File: src/design/signed_int_to_decimal_ascii_defines.svh
// ----------------------------------------------------------------------------
// signed_int_to_decimal_ascii_defines
// assertion macros shared by the decimal text converter
// ----------------------------------------------------------------------------
`ifndef SIGNED_INT_TO_DECIMAL_ASCII_DEFINES_SVH
`define SIGNED_INT_TO_DECIMAL_ASCII_DEFINES_SVH

// same-cycle implication, sampled on clk, off during reset
`define SIDTA_ASSERT_IMP(label, ante, cons, msg) \
	label: assert property (@(posedge clk) disable iff (!arst_n) (ante) |-> (cons)) \
		else $error(msg);

// next-cycle implication, sampled on clk, off during reset
`define SIDTA_ASSERT_NXT(label, ante, cons, msg) \
	label: assert property (@(posedge clk) disable iff (!arst_n) (ante) |=> (cons)) \
		else $error(msg);

`endif

File: src/design/sidta_pkg.sv
`timescale 1ns / 1ps
// ----------------------------------------------------------------------------
// sidta_pkg
// constants and types for the signed integer to decimal text converter
// ----------------------------------------------------------------------------
package sidta_pkg;

	// width of the binary magnitude and number of decimal digit cells
	localparam int MagWidth  = 32;
	localparam int NumDigits = 10;
	localparam int CntWidth  = $clog2(MagWidth);
	localparam int PosWidth  = $clog2(NumDigits + 1);

	localparam logic [CntWidth-1:0] CntLast = CntWidth'(MagWidth - 1);
	localparam logic [PosWidth-1:0] LastPos = PosWidth'(NumDigits - 1);

	// ascii codes
	localparam logic [7:0] CharZero  = 8'h30;
	localparam logic [7:0] CharMinus = 8'h2D;

	typedef logic [3:0] digit_t;

	// per-cycle command to every digit cell
	typedef struct packed {
		logic clear;
		logic dabble;
		logic move;
	} cell_ctl_t;

endpackage

File: src/design/sidta_bcd_cell.sv
`timescale 1ns / 1ps
// ----------------------------------------------------------------------------
// sidta_bcd_cell
// one decimal digit of the shift-and-add-3 chain; also shifts digits upward
// ----------------------------------------------------------------------------
module sidta_bcd_cell import sidta_pkg::*; (
	input  logic      clk,
	input  cell_ctl_t ctl,
	input  logic      bit_in,
	input  digit_t    digit_in,
	output digit_t    digit,
	output logic      carry_out
);

	digit_t digit_q;
	digit_t adj;

	// add 3 when the digit would overflow on doubling
	always_comb begin
		adj = (digit_q >= 4'd5) ? digit_q + 4'd3 : digit_q;
	end

	assign carry_out = adj[3];
	assign digit     = digit_q;

	// clear, double-and-insert, or take the lower neighbor's digit
	always_ff @(posedge clk) begin
		if (ctl.clear) begin
			digit_q <= '0;
		end else if (ctl.dabble) begin
			digit_q <= {adj[2:0], bit_in};
		end else if (ctl.move) begin
			digit_q <= digit_in;
		end
	end

endmodule

File: src/design/signed_int_to_decimal_ascii.sv
`timescale 1ns / 1ps
// ----------------------------------------------------------------------------
// signed_int_to_decimal_ascii
// signed 32-bit integer to decimal ascii text, one character per beat
// ----------------------------------------------------------------------------
// Input channel: value with in_valid / in_stall. One beat is one integer.
// Output channel: text_char / last_char with out_valid / out_stall. Each
// number gives its decimal text, most significant character first, with a
// leading '-' when negative and no leading zeros; zero gives "0". last_char
// marks the final character of each number.
// Timing: the magnitude is shifted through a row of ten digit cells, one bit
// a cycle. A negative number then gives the '-' character, leading zeros are
// dropped, and each kept digit goes into the output register in turn, most
// significant first. Only one number is in work at a time.
// Stall: the output register holds its beat while out_stall is high, and the
// controller waits before loading the next sign or kept digit; nothing is lost.
// Reset: arst_n clears the controller and empties the output register.
// ----------------------------------------------------------------------------
`include "signed_int_to_decimal_ascii_defines.svh"

module signed_int_to_decimal_ascii import sidta_pkg::*; (
	input  logic        clk,
	input  logic        arst_n,
	input  logic        in_valid,
	output logic        in_stall,
	input  logic signed [31:0] value,
	output logic        out_valid,
	input  logic        out_stall,
	output logic [7:0]  text_char,
	output logic        last_char
);

	typedef enum logic [1:0] {
		ST_IDLE,
		ST_CONV,
		ST_SIGN,
		ST_EMIT
	} state_t;

	state_t                state_q;
	logic [MagWidth-1:0]   mag_q;
	logic                  neg_q;
	logic [CntWidth-1:0]   bit_cnt_q;
	logic [PosWidth-1:0]   pos_q;
	logic                  started_q;
	logic                  out_valid_q;
	logic [7:0]            text_char_q;
	logic                  last_char_q;

	logic                  in_accept;
	logic                  can_load;
	logic                  out_load;
	logic                  skip;
	logic [MagWidth-1:0]   abs_val;
	cell_ctl_t             cell_ctl;
	logic   [NumDigits:0]  dab_link;
	digit_t [NumDigits:0]  dig_link;
	digit_t                top_digit;

	assign in_stall  = (state_q != ST_IDLE);
	assign in_accept = in_valid && !in_stall;
	assign can_load  = !out_valid_q || !out_stall;

	// magnitude as unsigned, most negative value wraps to itself
	assign abs_val = value[31] ? (MagWidth'(0) - unsigned'(value)) : unsigned'(value);

	// chain of digit cells, cell 0 is the least significant digit
	assign dab_link[0] = mag_q[MagWidth-1];
	assign dig_link[0] = '0;
	assign top_digit   = dig_link[NumDigits];

	// leading zero suppression, keeping at least the units digit
	assign skip = !started_q && (top_digit == 4'd0) && (pos_q != LastPos);

	// output register takes a beat for the sign or a kept digit
	assign out_load = can_load && ((state_q == ST_SIGN) || ((state_q == ST_EMIT) && !skip));

	always_comb begin
		cell_ctl.clear  = in_accept;
		cell_ctl.dabble = (state_q == ST_CONV);
		cell_ctl.move   = (state_q == ST_EMIT) && (skip || can_load);
	end

	for (genvar i = 0; i < NumDigits; i++) begin : g_cell
		sidta_bcd_cell u_cell (
			.clk      (clk),
			.ctl      (cell_ctl),
			.bit_in   (dab_link[i]),
			.digit_in (dig_link[i]),
			.digit    (dig_link[i+1]),
			.carry_out(dab_link[i+1])
		);
	end

	// controller and output register
	always_ff @(posedge clk or negedge arst_n) begin
		if (!arst_n) begin
			state_q     <= ST_IDLE;
			mag_q       <= '0;
			neg_q       <= 1'b0;
			bit_cnt_q   <= '0;
			pos_q       <= '0;
			started_q   <= 1'b0;
			out_valid_q <= 1'b0;
			text_char_q <= '0;
			last_char_q <= 1'b0;
		end else begin
			if (out_load) begin
				out_valid_q <= 1'b1;
			end else if (out_valid_q && !out_stall) begin
				out_valid_q <= 1'b0;
			end
			case (state_q)
				ST_IDLE: begin
					if (in_valid) begin
						mag_q     <= abs_val;
						neg_q     <= value[31];
						bit_cnt_q <= '0;
						state_q   <= ST_CONV;
					end
				end
				ST_CONV: begin
					mag_q     <= {mag_q[MagWidth-2:0], 1'b0};
					bit_cnt_q <= bit_cnt_q + 1'b1;
					if (bit_cnt_q == CntLast) begin
						pos_q     <= '0;
						started_q <= 1'b0;
						state_q   <= neg_q ? ST_SIGN : ST_EMIT;
					end
				end
				ST_SIGN: begin
					if (can_load) begin
						text_char_q <= CharMinus;
						last_char_q <= 1'b0;
						state_q     <= ST_EMIT;
					end
				end
				ST_EMIT: begin
					if (skip) begin
						pos_q <= pos_q + 1'b1;
					end else if (can_load) begin
						text_char_q <= CharZero + {4'b0000, top_digit};
						last_char_q <= (pos_q == LastPos);
						pos_q       <= pos_q + 1'b1;
						started_q   <= 1'b1;
						if (pos_q == LastPos) begin
							state_q <= ST_IDLE;
						end
					end
				end
				default: begin
					state_q <= ST_IDLE;
				end
			endcase
		end
	end

	assign out_valid = out_valid_q;
	assign text_char = text_char_q;
	assign last_char = last_char_q;

	// checks
	`SIDTA_ASSERT_IMP(a_no_digit_overflow, state_q == ST_CONV, !dab_link[NumDigits], "overflow")
	`SIDTA_ASSERT_IMP(a_digit_is_decimal, state_q == ST_EMIT, top_digit <= 4'd9, "bad digit")
	`SIDTA_ASSERT_IMP(a_pos_in_range, state_q == ST_EMIT, pos_q <= LastPos, "position overrun")
	`SIDTA_ASSERT_NXT(a_accept_starts_conv, in_accept, state_q == ST_CONV && bit_cnt_q == '0, "no start")

endmodule

File: config.mk
export PLATFORM = sky130hd
export DESIGN_NAME = signed_int_to_decimal_ascii
export DESIGN_NICKNAME = d
export VERILOG_FILES = /design/src/design/sidta_pkg.sv /design/src/design/sidta_bcd_cell.sv /design/src/design/signed_int_to_decimal_ascii.sv
export VERILOG_INCLUDE_DIRS = /design/src /design/src/design
export SDC_FILE = /design/constraint.sdc
export NUM_CORES = 1
export LEC_CHECK = 0
export BUFFER_PORTS_ARGS = -buffer_cell sky130_fd_sc_hd__buf_2
export CAP_MARGIN = 25
export CORE_MARGIN = 5
export CORE_UTILIZATION = 55
export CTS_CLUSTER_SIZE = 20
export DETAILED_ROUTE_END_ITERATION = 10
export GPL_TIMING_DRIVEN = 1
export PLACE_DENSITY = 0.83
export SETUP_SLACK_MARGIN = 0.4
export SLEW_MARGIN = 20
export SYNTH_ARGS = -nofsm -noshare
export SYNTH_HDL_FRONTEND = slang
export SYNTH_SLANG_ARGS = --single-unit
File: constraint.sdc
create_clock -name clk -period 2.6 [get_ports clk]
set_input_delay 0.13 -clock clk [delete_from_list [all_inputs] [get_ports clk]]
set_output_delay 0.13 -clock clk [all_outputs]
set_load 0.1 [all_outputs]
Yosys cells after proc, flatten, opt, wreduce, memory -nomap -nowiden
Cells that the tools add are included.
{"block": "totals", "register_bits": 95, "input_bits": 36, "out_inout_bits": 11, "word_cells": 146}
{"block": "classes", "addsub": 14, "n_lt_le_gt_ge": 10, "n_eq_ne": 13, "n_mux": 61, "reduce_logical": 29}
{"cell": "4-bit two-way mux", "count": 32}
{"cell": "32-bit two-way mux", "count": 2}
{"cell": "32-bit case mux with 2 select lines", "count": 1}
{"cell": "4-bit by 3-bit >= comparator with 1-bit output (second input constant)", "count": 10}
{"cell": "4-bit by 2-bit adder with 4-bit output (second input constant)", "count": 9}
{"cell": "1-bit by 32-bit subtractor with 32-bit output (first input constant)", "count": 1}
{"cell": "8-bit two-way mux", "count": 3}
{"cell": "8-bit case mux with 2 select lines", "count": 1}
{"cell": "2-bit two-way mux", "count": 6}
{"cell": "2-bit nonzero test", "count": 6}
{"cell": "5-bit case mux with 2 select lines", "count": 1}
{"cell": "1-bit two-way mux", "count": 9}
{"cell": "2-bit inequality test (second input constant)", "count": 4}
{"cell": "2-bit case mux with 4 select lines", "count": 1}
{"cell": "4-bit case mux with 2 select lines", "count": 1}
{"cell": "4-bit AND reduction", "count": 2}
{"cell": "6-bit by 4-bit adder with 7-bit output (first input constant)", "count": 1}
{"cell": "1-bit logical AND", "count": 7}
{"cell": "6-bit AND reduction", "count": 1}
{"cell": "5-bit by 1-bit adder with 5-bit output (second input constant)", "count": 1}
{"cell": "5-bit equality test (second input constant)", "count": 1}
{"cell": "1-bit zero test", "count": 5}
{"cell": "5-bit two-way mux", "count": 1}
{"cell": "4-bit by 1-bit adder with 4-bit output (second input constant)", "count": 1}
{"cell": "other kinds (14)", "count": 20}

Logic depth before layout (Yosys ltp)
Gate-level depths: netlist (run 1).
{"block": "depth", "depth_word": 8, "depth_mapped": 9, "depth_no_buf": 7}

Hierarchy
From an unflattened synthesis (run 1), not the netlist that was laid out.
{"block": "hier_totals", "hier_cells": 726, "hier_area_um2": 6145.9}
{"mod": "signed_int_to_decimal_ascii", "n_inst": 1, "cells_each": 376, "area_each_um2": 3343.2}
{"mod": "sidta_bcd_cell", "n_inst": 10, "cells_each": 35, "area_each_um2": 280.3}

Least setup slack after synthesis (run 1)
OpenSTA, ideal clock, no wires.
{"block": "synth_timing", "path_kind": "register to register", "from": "reg state_q[0]", "to": "reg mag_q[4]", "arrival_time_ns": 2.274, "t_required_ns": 2.464, "setup_slack_ns": 0.190, "stages_incl_launch_ff": 8, "n_path_buf": 2, "synth_period_minus_slack_ns": 2.410, "cell_sequence": "dfrtp_1 inv_1 ha_1 inv_1 a21oi_1 clkbuf_1 buf_1 o21ai_0"}
{"block": "synth_via", "elab_chain_len": 3}
{"element": "start: declaration", "line_no": "signed_int_to_decimal_ascii.sv:40", "text": "state_t state_q;"}
{"element": "start signal: assignment", "line_no": "signed_int_to_decimal_ascii.sv:128", "text": "state_q <= neg_q ? ST_SIGN : ST_EMIT;"}
{"element": "2-bit by 1-bit equality test with 1-bit output / 2-bit zero test (equally long branches)", "line_no": "signed_int_to_decimal_ascii.sv:113", "text": "case (state_q)"}
{"element": "2-bit nonzero test (no line) / 2-bit inequality test (equally long branches)"}
{"element": "2-bit AND reduction (no line)"}
{"element": "end signal: assignment", "line_no": "signed_int_to_decimal_ascii.sv:116", "text": "mag_q <= abs_val;"}
{"element": "end signal: assignment", "line_no": "signed_int_to_decimal_ascii.sv:123", "text": "mag_q <= {mag_q[MagWidth-2:0], 1'b0};"}
{"element": "end: declaration", "line_no": "signed_int_to_decimal_ascii.sv:41", "text": "logic [MagWidth-1:0] mag_q;"}
Parallel ways exist; a longest one is shown, timed or not.
A chain may end at the register's enable or synchronous reset.

Worst setup path after layout (run 1)
{"block": "layout_timing", "from": "reg g_cell[9].u_cell.digit_q[0]", "to": "reg g_cell[3].u_cell.digit_q[2]"}
{"block": "layout_via", "elab_chain_len": 6}
{"element": "start: declaration", "line_no": "sidta_bcd_cell.sv:15", "text": "digit_t digit_q;"}
{"element": "start signal: assignment", "line_no": "sidta_bcd_cell.sv:31", "text": "digit_q <= {adj[2:0], bit_in};"}
{"element": "start signal: assignment", "line_no": "sidta_bcd_cell.sv:33", "text": "digit_q <= digit_in;"}
{"element": "4-bit zero test", "line_no": "signed_int_to_decimal_ascii.sv:73", "text": "assign skip = !started_q && (top_digit == 4'd0) && (pos_q != LastPos);"}
{"element": "1-bit logical AND (2 in series)", "line_no": "signed_int_to_decimal_ascii.sv:73"}
{"element": "1-bit logical OR", "line_no": "signed_int_to_decimal_ascii.sv:81", "text": "cell_ctl.move = (state_q == ST_EMIT) && (skip || can_load);"}
{"element": "1-bit logical AND", "line_no": "signed_int_to_decimal_ascii.sv:81"}
{"element": "2-bit nonzero test (no line)"}
{"element": "end signal: assignment", "line_no": "sidta_bcd_cell.sv:31"}
{"element": "end signal: assignment", "line_no": "sidta_bcd_cell.sv:33"}
{"element": "end: declaration", "line_no": "sidta_bcd_cell.sv:15"}
Every way passes these cells.

==> results of run 1 <==
## layout by cell type (no fill, tap or decap), types with 10 or more instances in the layout
cell	netlist	routed
a211oi_1	10	10
a21oi_1	85	83
a31oi_1	10	10
buf_2	5	43
buf_4	3	20
dfrtp_1	53	52
dfxtp_1	40	38
ha_1	31	28
inv_1	46	42
mux2i_1	14	13
nand2_1	40	40
nand2b_1	14	14
nand3_1	13	12
nor2_1	48	46
nor3_1	13	13
o211ai_1	12	12
o21ai_0	67	67
or3_1	15	15
xnor2_1	18	18
xor2_1	18	18
## layout make-up
cell class,instances,area [µm²]
clock buffers,9,124
flip-flops and latches,93,2130
repair buffers,71,475
inverters,47,183
well taps,140,175
clock inverters,7,108
multi-input cells,532,3580
fillers,881,3970
## power breakdown
group | switching [µW] | internal [µW] | leakage, µW
sequential | 636 | 2140 | 0.000947
clock | 565 | 558 | 0.000113
combinational | 3340 | 2060 | 0.00167
total | 4540 | 4760 | 0.00273
## worst reg2reg max path, cell delays in order (launching register included)
cell and delay (ns):
dfxtp_4 0.37, inv_4 0.07, ha_4 0.11, or4b_4 0.48, o21ai_4 0.18, buf_8 0.12
and2_4 0.15, buf_6 0.13, buf_12 0.11, mux2i_2 0.21, a21oi_1 0.09
## timing repair
action	CTS	global route
resized for setup	13	12
buffers inserted	5	6
setup endpoints to repair	33	32
hold endpoints to repair	46	0
pin swaps	1	3
cloned	0	1
hold buffers	1	0
## kinds of logic (layout without fill, tap and decap cells)
family                     count (synthesis)  count (layout)  synth area share
adders and majority gates                 31              31            0.0649
buffers and inverters                     88             134            0.0609
other                                      1               2          0.000627
muxes                                     15              15            0.0253
and+or+nand+nor                          190             190             0.173
AOI/OAI and AO/OA                        257             258             0.267
xor gates and xnor gates                  36              36            0.0527
DFF                                       93              93             0.356
## routing by layer
metal,part of all wire,global-route usage,vias up
met5,0,0,-
met4,0.028,0.0950,0
met3,0.071,0.0317,40
met2,0.49,0.375,235
met1,0.42,0.306,2665
li1,-,-,2675
## registers in the layout (all words and copies together), names as in the netlist
signal               cells
neg_q                    1
state_q                  2
g_cell.u_cell.digit     40
bit_cnt_q                5
started_q                1
last_char                1
text_char                6
pos_q                    4
mag_q                   32
out_valid                1
## stage by stage
step	cells	area, µm²	power [µW]
after CTS	892	6670	9000
after detailed placement	870	6350	7740
after global placement	870	6340	7420
after global routing	899	6780	10000
after floorplan	712	6010	6550
final	899	6780	9300
## path summary, 6_finish.rpt
check,from,to,cells past startpoint
max in group asynchronous,arst_n,mag_q[20],3
worst min-delay path,value[27],mag_q[27],3
worst max-delay path,g_cell[9].u_cell.digit[0],g_cell[3].u_cell.digit[2],10
worst min register to register,text_char[5],text_char[5],1
min in group asynchronous,arst_n,text_char[1],2
worst max register to register,g_cell[9].u_cell.digit[0],g_cell[3].u_cell.digit[2],10
==> qor.yml, run 1 <==
pre_cts_ws_ns: 0.221
cts_buffers: 9
crit_fanout: 5
final.period_utilization: 0.827
fin_ws_ns: 0.450
synth_most_common_cell: "a21oi_1"
synthTopCellsByCount: "a21oi_1 (85), o21ai_0 (67), dfrtp_1 (53), nor2_1 (48), inv_1 (46)"
hp-class: "in -> reg"
grt_use_total: 0.229
syn_area_um2: 5980
period_minus_slack_ns: 2.15
netlist_instances: 711
cts_sinks: 93
crit_arrival_ns: 2.40
synth_area_leaders: "dfrtp_1 (22%), dfxtp_1 (13%), a21oi_1 (7.1%)"
slew_viol_final: 0
via_per_inst: 6.25
whs_ns: 0.0763
finalSetupTns_ns: 0
grt_pass1_vias: 5473
ys.flop_type: "dfrtp_1"
antenna_cells: 0
power.leakage_uw: 0.00273
drt_wl_total_mm: 15.3
max_cap_violations: 0
num_vias: 5615
fmax_ghz: 0.465
rsz0062_at_grt: "true"
start_util: 0.557
synth_seq_cells: 93
cts_root_buf: "clkbuf_8"
powerDensity_nw_per_um2: 1370
layout.nets: 821
dp_hpwl_mm: 10.0
async_reset_ff_frac: 0.570
drc_errors: 0
ir_drop_mv: 0.653
dr.pass1.iters: 5
finish.utilization: 0.631
worstSetupEndpointType: "flop"
worst_pin_slew_ns: 0.685
antenna_found_initial: 0
core_um2: 10700
ant_nets: 0
fp.dieH_um: 114
ys_warn_count: 0
critPathMaxStageDelay_ns: 0.48
cts_max_path_buffers: 2
wl_per_cell_um: 17.0
setup-violations-final: 0
grt_remaining_overflow: 0
crit_path_start_kind: "flop"
gp_congestion: 0.871
die_area_um2: 13100
die_x_um: 114
crit_required_ns: 2.85
cts_tree: "built"
cpMaxStageDelayCell: "or4b_4"
avgSynthCellArea_um2: 8.41
reg2reg_slack_ns: 0.45
crit_type: "reg -> reg"
post-synth-top-area-cell: "dfrtp_1"
htree_levels: 3
synth_top_cell_area_share: 0.222
port_buffers: 44
path_delay_family: "simple AND/OR/NAND/NOR gates"
yosys.cell_types.count: 67
crit_chain: "inv_4 -> ha_4 -> or4b_4 -> o21ai_4 -> buf_8 -> and2_4 -> buf_6 -> buf_12 -> mux2i_2 -> a21oi_1"
synth_edf_count: 0
seq_area_frac_synth: 0.356
grt_max_degree: 65
clock_insertion_delay_worst_skew_ns: 0.37
areaGrowthSynthToFinish_pct: 13.3
worst_clock_skew_ns: 0.0114
grt_first_pass_wirelength_mm: 25.2
ios: 47
fp-row-count: 38
cp_num_buf_inv: 4
hold_viol: 0
drive_gt1_frac: 0.158
slew_headroom: 0.543
drtIter0Drc: 604
status: "finished clean"
clk_pin_slew_worst_paths_ns: 0.10
No activity file was read; power rests on OpenSTA's default activity.
==> inputs of run 2 (changes only) <==
- ABC_AREA: unset -> 1
- clock period: 2.6 -> 2 ns (I/O delays scaled with it)
==> qor.yml, run 2 <==
crit_type: "reg -> reg"  # unchanged
start_util: 0.558  # was 0.557
crit_chain: "inv_2 -> ha_4 -> buf_4 -> buf_8 -> buf_4 -> buf_8 -> nor2_4 -> nand2_1 -> o211ai_1 -> nand2_1 -> inv_1"  # was inv_4 -> ha_4 -> or4b_4 -> o21ai_4 -> buf_8 -> and2_4 -> buf_6 -> buf_12 -> mux2i_2 -> a21oi_1
cpMaxStageDelayCell: "dfrtp_1"  # was or4b_4
ys_warn_count: 0  # unchanged
gp_congestion: 0.945  # was 0.871
areaGrowthSynthToFinish_pct: 22.8  # was 13.3%
switching_share: 0.477  # was 0.488
wl_per_cell_um: 15.5  # was 17.0 µm
ant_nets: 0  # unchanged
hp-class: "in -> reg"  # unchanged
synthTopCellsByCount: "nand2_1 (209), inv_1 (97), o21ai_0 (95), nor2_1 (79)"  # was a21oi_1 (85), o21ai_0 (67), dfrtp_1 (53), nor2_1 (48), inv_1 (46)
synth_seq_cells: 93  # unchanged
dr_wl_met3_mm: 1.28  # was 1.09 mm
rr_worst_depth: 11  # was 10
grt_pass1_vias: 5633  # was 5473
powerDensity_nw_per_um2: 1780  # was 1370 nW/µm²
reg2reg_from: "state_q[1]"  # was g_cell[9].u_cell.digit[0]
cts_max_path_buffers: 2  # unchanged
power.leakage_uw: 0.00360  # was 0.00273 µW
die_area_um2: 13700  # was 13100 µm²
reg2reg_slack_ns: 0.19  # was 0.45 ns
cts_buffers: 9  # unchanged
synth_edf_count: 0  # unchanged
worstSetupEndpointType: "flop"  # unchanged
pwr-share-comb: 0.621  # was 0.581
drive_gt1_frac: 0.218  # was 0.158
clock_insertion_delay_worst_skew_ns: 0.35  # was 0.37 ns
sequentialPowerShare: 0.254  # was 0.298
fmax_ghz: 0.552  # was 0.465 GHz
dp_hpwl_mm: 9.88  # was 10.0 mm
grt_remaining_overflow: 0  # unchanged
dr.pass1.iters: 6  # was 5
cts_tree: "built"  # unchanged
wl_met1_mm: 7.56  # was 6.36 mm
p_sw_uw: 6570  # was 4540 µW
ios: 47  # unchanged
clk_pin_slew_worst_paths_ns: 0.07  # was 0.10 ns
via_per_inst: 5.73  # was 6.25
async_reset_ff_frac: 0.570  # unchanged
cts_root_buf: "clkbuf_16"  # was clkbuf_8
grt_max_degree: 64  # was 65
whs_ns: 0.0786  # was 0.0763 ns
top_layer_used: "met4"  # unchanged
grt_first_pass_wirelength_mm: 25.1  # was 25.2 mm
port_buffers: 44  # unchanged
placed_area_um2: 6660  # was 6350 µm²
num_vias: 6520  # was 5615
synth_most_common_cell: "nand2_1"  # was a21oi_1
cts_sinks: 93  # unchanged
grt_use_total: 0.223  # was 0.229
holdPathEnd: "out_valid"  # was mag_q[27]
fp-row-count: 39  # was 38
drtIter0Drc: 611  # was 604
status: "finished clean"  # unchanged
fp.dieH_um: 117  # was 114 µm
period_minus_slack_ns: 1.81  # was 2.15 ns
crit_fanout: 8  # was 5
drt_wl_total_mm: 17.7  # was 15.3 mm
slew_viol_final: 0  # unchanged
hold_viol: 0  # unchanged
crit_required_ns: 2.29  # was 2.85 ns
crit_arrival_ns: 2.10  # was 2.40 ns
die_x_um: 117  # was 114 µm
antenna_cells: 0  # unchanged
seq_area_frac_synth: 0.337  # was 0.356
max_cap_violations: 0  # unchanged
worst_clock_skew_ns: 0.00825  # was 0.0114 ns
p_clk_frac: 0.125  # was 0.121
avgSynthCellArea_um2: 6.92  # was 8.41 µm²
htree_levels: 3  # unchanged
antenna_found_initial: 0  # unchanged
crit_path_start_kind: "flop"  # unchanged
critPathMaxStageDelay_ns: 0.39  # was 0.48 ns
rsz0062_at_grt: "true"  # unchanged
r2r-end: "g_cell[8].u_cell.digit[1]"  # was g_cell[3].u_cell.digit[2]
finalSetupTns_ns: 0  # unchanged
synth_area_leaders: "dfrtp_1 (21%), dfxtp_1 (13%), nand2_1 (12%)"  # was dfrtp_1 (22%), dfxtp_1 (13%), a21oi_1 (7.1%)
p_int_uw: 7200  # was 4760 µW
final_area_um2: 7750  # was 6780 µm²
finish.utilization: 0.685  # was 0.631
yosys.cell_types.count: 49  # was 67
netlist_instances: 912  # was 711
final.period_utilization: 0.905  # was 0.827
setup-violations-final: 0  # unchanged
layout.nets: 1057  # was 821
wl_met2_mm: 8.48  # was 7.42 mm
drc_errors: 0  # unchanged
layout_common_cells: "nand2_1 (206), inv_1 (86), nor2_1 (71)"  # was a21oi_1 (83), o21ai_0 (67), dfrtp_1 (52)
syn_area_um2: 6310  # was 5980 µm²
holdPathStages: 3  # unchanged
synth_top_cell_area_share: 0.210  # was 0.222
min_from: "out_stall"  # was value[27]
largest_reg_flops: 40  # unchanged
post-synth-top-area-cell: "dfrtp_1"  # unchanged
ys.flop_type: "dfrtp_1"  # unchanged
core_um2: 11300  # was 10700 µm²
ir_drop_mv: 1.43  # was 0.653 mV
final_common_cell: "nand2_1"  # was a21oi_1
run 2: cell types whose count changed in the layout (fill, tap and decap cells not counted), moves of 14 or more:
cell | previous run | this run
a21oi_1 | 83 | 66
o21ai_1 | 1 | 51
or3_1 | 15 | 0
inv_1 | 42 | 86
xnor2_1 | 18 | 3
nand3_1 | 12 | 70
nand2b_1 | 14 | 0
buf_4 | 20 | 37
nor2_1 | 46 | 71
clkbuf_16 | 0 | 14
nand2_1 | 40 | 206
run 2: cell type report:
| type | instances | area, µm² |
|---|---|---|
| multi-input combinational | 679 | 3780 |
| fill | 887 | 3570 |
| sequential | 93 | 2140 |
| timing repair buffer | 104 | 927 |
| inverter | 103 | 437 |
| clock buffer | 10 | 229 |
| tap | 143 | 179 |
| clock inverter | 6 | 63.8 |
run 2: timing repair:
action,4_1_cts,5_1_grt
pin swaps,4,21
cloned,1,7
hold buffers,1,0
gates resized for setup,24,104
hold endpoints to repair,18,0
setup endpoints to repair,81,88
buffers inserted,10,26
run 2: power groups by stage:
| stage | combinational, µW | sequential, µW | clock (µW) |
|---|---|---|---|
| after floorplan | 4770 | 3620 | 0 |
| after global placement | 6020 | 3400 | 0 |
| after detailed placement | 6170 | 3420 | 0 |
| after CTS | 6710 | 3400 | 1730 |
| after global routing | 9360 | 3580 | 1820 |
| final | 8550 | 3500 | 1730 |
run 2: worst max-delay path, delay by kind of cell (launching register included):
family	cells	cell delay [ns]
buffers and inverters	6	0.74
adder cells (fa/ha/maj)	1	0.20
AND/OR/NAND/NOR	3	0.30
AO/OA/AOI/OAI	1	0.10
flip-flops	1	0.39
run 2: per-layer routing:
| layer | vias to the layer above | global-route usage |
|---|---|---|
| li1 | 3169 | - |
| met1 | 3011 | 0.290 |
| met2 | 305 | 0.376 |
| met3 | 35 | 0.0370 |
| met4 | 0 | 0.0787 |
| met5 | - | 0 |
run 2: cell families after synthesis:
kind of cell | count (synthesis) | synth area share
AOI/OAI and AO/OA | 219 | 0.191
other | 1 | 0.000594
DFF | 93 | 0.337
buffers and inverters | 141 | 0.0977
adders and majority gates | 31 | 0.0614
xor gates and xnor gates | 13 | 0.0180
and+or+nand+nor | 413 | 0.293
muxes | 1 | 0.00159
run 2: worst max path at each step:
stage               start                   endpoint  cells after the start
2_1_floorplan  state_q[0]                 state_q[0]                      7
3_3_place_gp   state_q[1]               bit_cnt_q[3]                      8
3_5_place_dp   state_q[1]               bit_cnt_q[3]                      8
4_1_cts        state_q[1]  g_cell[4].u_cell.digit[1]                      7
5_1_grt        state_q[1]  g_cell[8].u_cell.digit[1]                     11
6_report       state_q[1]  g_cell[8].u_cell.digit[1]                     11
run 2: through the flow:
step / std cells / total power [µW] / setup WS [ns]
4_1_cts: 1105 / 11800 / 0.348
6_report: 1138 / 13800 / 0.189
3_5_place_dp: 1077 / 9590 / 0.216
3_3_place_gp: 1077 / 9420 / 0.261
2_1_floorplan: 913 / 8380 / 0.291
5_1_grt: 1138 / 14800 / 0.136
==> inputs of run 3 (changes only) <==
- CORE_UTILIZATION: 55 -> 46
- MAX_ROUTING_LAYER: unset -> met4
- PLACE_DENSITY: 0.83 -> 0.73
==> qor.yml, run 3 (same netlist as run 2, synthesis figures left out) <==
status: "finished clean"  # unchanged
fin_cells: 1175  # was 1138
clock_insertion_delay_worst_skew_ns: 0.36  # was 0.35 ns
dp_hpwl_mm: 10.3  # was 9.88 mm
final.period_utilization: 0.865  # was 0.905
die_area_um2: 16200  # was 13700 µm²
crit_fanout: 6  # was 8
clk_pin_slew_worst_paths_ns: 0.06  # was 0.07 ns
cts_max_path_buffers: 2  # unchanged
ant_nets: 0  # unchanged
layout_common_cells: "nand2_1 (179), inv_1 (87), nor2_1 (72)"  # was nand2_1 (206), inv_1 (86), nor2_1 (71)
period_minus_slack_ns: 1.73  # was 1.81 ns
drc_errors: 0  # unchanged
port_buffers: 44  # unchanged
cp_num_buf_inv: 5  # was 6
grt_pass1_vias: 5665  # was 5633
fmax_ghz: 0.578  # was 0.552 GHz
drtIter0Drc: 671  # was 611
hp-class: "in -> reg"  # unchanged
p_int_uw: 8110  # was 7200 µW
power.leakage_uw: 0.00378  # was 0.00360 µW
antenna_found_initial: 0  # unchanged
sequentialPowerShare: 0.233  # was 0.254
slew_headroom: 0.666
slew_viol_final: 0  # unchanged
largest_reg_flops: 40  # unchanged
reg2reg_slack_ns: 0.27  # was 0.19 ns
cpMaxStageDelayCell: "dfrtp_1"  # unchanged
final_area_um2: 8320  # was 7750 µm²
cts_buffers: 9  # unchanged
finish.utilization: 0.623  # was 0.685
hold_viol: 0  # unchanged
wl_per_cell_um: 16.3  # was 15.5 µm
pwr-share-comb: 0.639  # was 0.621
drive_gt1_frac: 0.274  # was 0.218
finalSetupTns_ns: 0  # unchanged
crit_arrival_ns: 1.96  # was 2.10 ns
placed_area_um2: 6690  # was 6660 µm²
place_inst: 1108  # was 1077
crit_type: "reg -> reg"  # unchanged
num_vias: 6557  # was 6520
ir_drop_mv: 0.800  # was 1.43 mV
grt_first_pass_wirelength_mm: 26.4  # was 25.1 mm
setup-violations-final: 0  # unchanged
crit_chain: "inv_2 -> ha_4 -> clkinv_8 -> o21ai_4 -> clkinv_4 -> buf_12 -> buf_16 -> nand2_2 -> o21ai_1"  # was inv_2 -> ha_4 -> buf_4 -> buf_8 -> buf_4 -> buf_8 -> nor2_4 -> nand2_1 -> o211ai_1 -> nand2_1 -> inv_1
cts_tree: "built"  # unchanged
gp_congestion: 0.867  # was 0.945
worst_pin_slew_ns: 0.502
htree_levels: 3  # unchanged
powerDensity_nw_per_um2: 1860  # was 1780 nW/µm²
dr.pass1.iters: 6  # unchanged
switching_share: 0.475  # was 0.477
cts_sinks: 93  # unchanged
start_util: 0.473  # was 0.558
core_um2: 13300  # was 11300 µm²
ios: 47  # unchanged
crit_path_start_kind: "flop"  # unchanged
fp.dieH_um: 127  # was 117 µm
p_clk_frac: 0.128  # was 0.125
worst_clock_skew_ns: 0.00721  # was 0.00825 ns
cts_root_buf: "clkbuf_16"  # unchanged
die_x_um: 127  # was 117 µm
grt_max_degree: 64  # unchanged
final_common_cell: "nand2_1"  # unchanged
drt_wl_total_mm: 19.1  # was 17.7 mm
via_per_inst: 5.58  # was 5.73
max_cap_violations: 0  # unchanged
fillers: 1132  # was 887
p_sw_uw: 7340  # was 6570 µW
layout.nets: 1061  # was 1057
areaGrowthSynthToFinish_pct: 31.8  # was 22.8%
fp-row-count: 42  # was 39
antenna_cells: 0  # unchanged
rsz0062_at_grt: "true"  # unchanged
grt_remaining_overflow: 0  # unchanged
critPathMaxStageDelay_ns: 0.42  # was 0.39 ns
grt_use_total: 0.201  # was 0.223
worstSetupEndpointType: "flop"  # unchanged
crit_required_ns: 2.23  # was 2.29 ns
path_delay_family: "buffers and inverters"  # unchanged
==> run 3: final cells by class <==
type | instances | area, µm² | area share
multi-input cells | 680 | 4050 | 0.487
repair buffers | 104 | 1080 | 0.130
flip-flops and latches | 93 | 2140 | 0.258
inverters | 103 | 443 | 0.0532
repair inverters | 3 | 41.3 | 0.00496
clock buffers | 13 | 280 | 0.0337
well taps | 176 | 220 | 0.0265
clock inverters | 3 | 65.1 | 0.00782
==> run 3: worst paths after layout <==
| path | to | cells past startpoint | start |
|---|---|---|---|
| worst max-delay path | mag_q[18] | 9 | state_q[1] |
| worst min-delay path | out_valid | 3 | out_stall |
| worst max register to register | mag_q[18] | 9 | state_q[1] |
| worst min register to register | text_char[5] | 2 | text_char[5] |
| max in group asynchronous | mag_q[0] | 3 | arst_n |
| min in group asynchronous | text_char[3] | 2 | arst_n |
==> run 3: routing by layer <==
metal	vias to the layer above	track usage	wire (µm)
met5	-	-	0
met4	0	0.0700	633
met3	60	0.0230	1240
met2	281	0.316	9330
met1	3035	0.269	7910
li1	3181	-	-
==> run 3: what timing repair did <==
| item | CTS | global route |
|---|---|---|
| gates cloned | 2 | 19 |
| hold buffers | 1 | 0 |
| pin swaps | 1 | 37 |
| setup buffers | 10 | 19 |
| resized for setup | 27 | 166 |
| hold endpoints to repair | 19 | 0 |
| setup endpoints to repair | 69 | 85 |
==> run 3: power groups by stage <==
| stage | sequential, µW | combinational [µW] | clock (µW) |
|---|---|---|---|
| after global placement | 3410 | 6100 | 0 |
| final | 3600 | 9870 | 1980 |
| after CTS | 3400 | 6910 | 1980 |
| after detailed placement | 3420 | 6210 | 0 |
| after floorplan | 3620 | 4770 | 0 |
| after global routing | 3690 | 10700 | 2040 |
==> run 3: worst register-to-register path: cells and delay by family (launching register included) <==
family	cells	cell delay [ns]
AOI/OAI and AO/OA	2	0.25
adders and majority gates	1	0.20
buffers and inverters	5	0.68
DFF	1	0.42
and+or+nand+nor	1	0.06
==> run 3: through the flow <==
stage / setup WS, ns / hold slack [ns] / power, µW
after floorplan: 0.291 / -0.196 / 8380
after global placement: 0.280 / 0.0843 / 9510
after detailed placement: 0.222 / 0.101 / 9620
after CTS: 0.339 / 0.0311 / 12300
after global routing: 0.173 / 0.0990 / 16400
final: 0.270 / 0.0566 / 15400
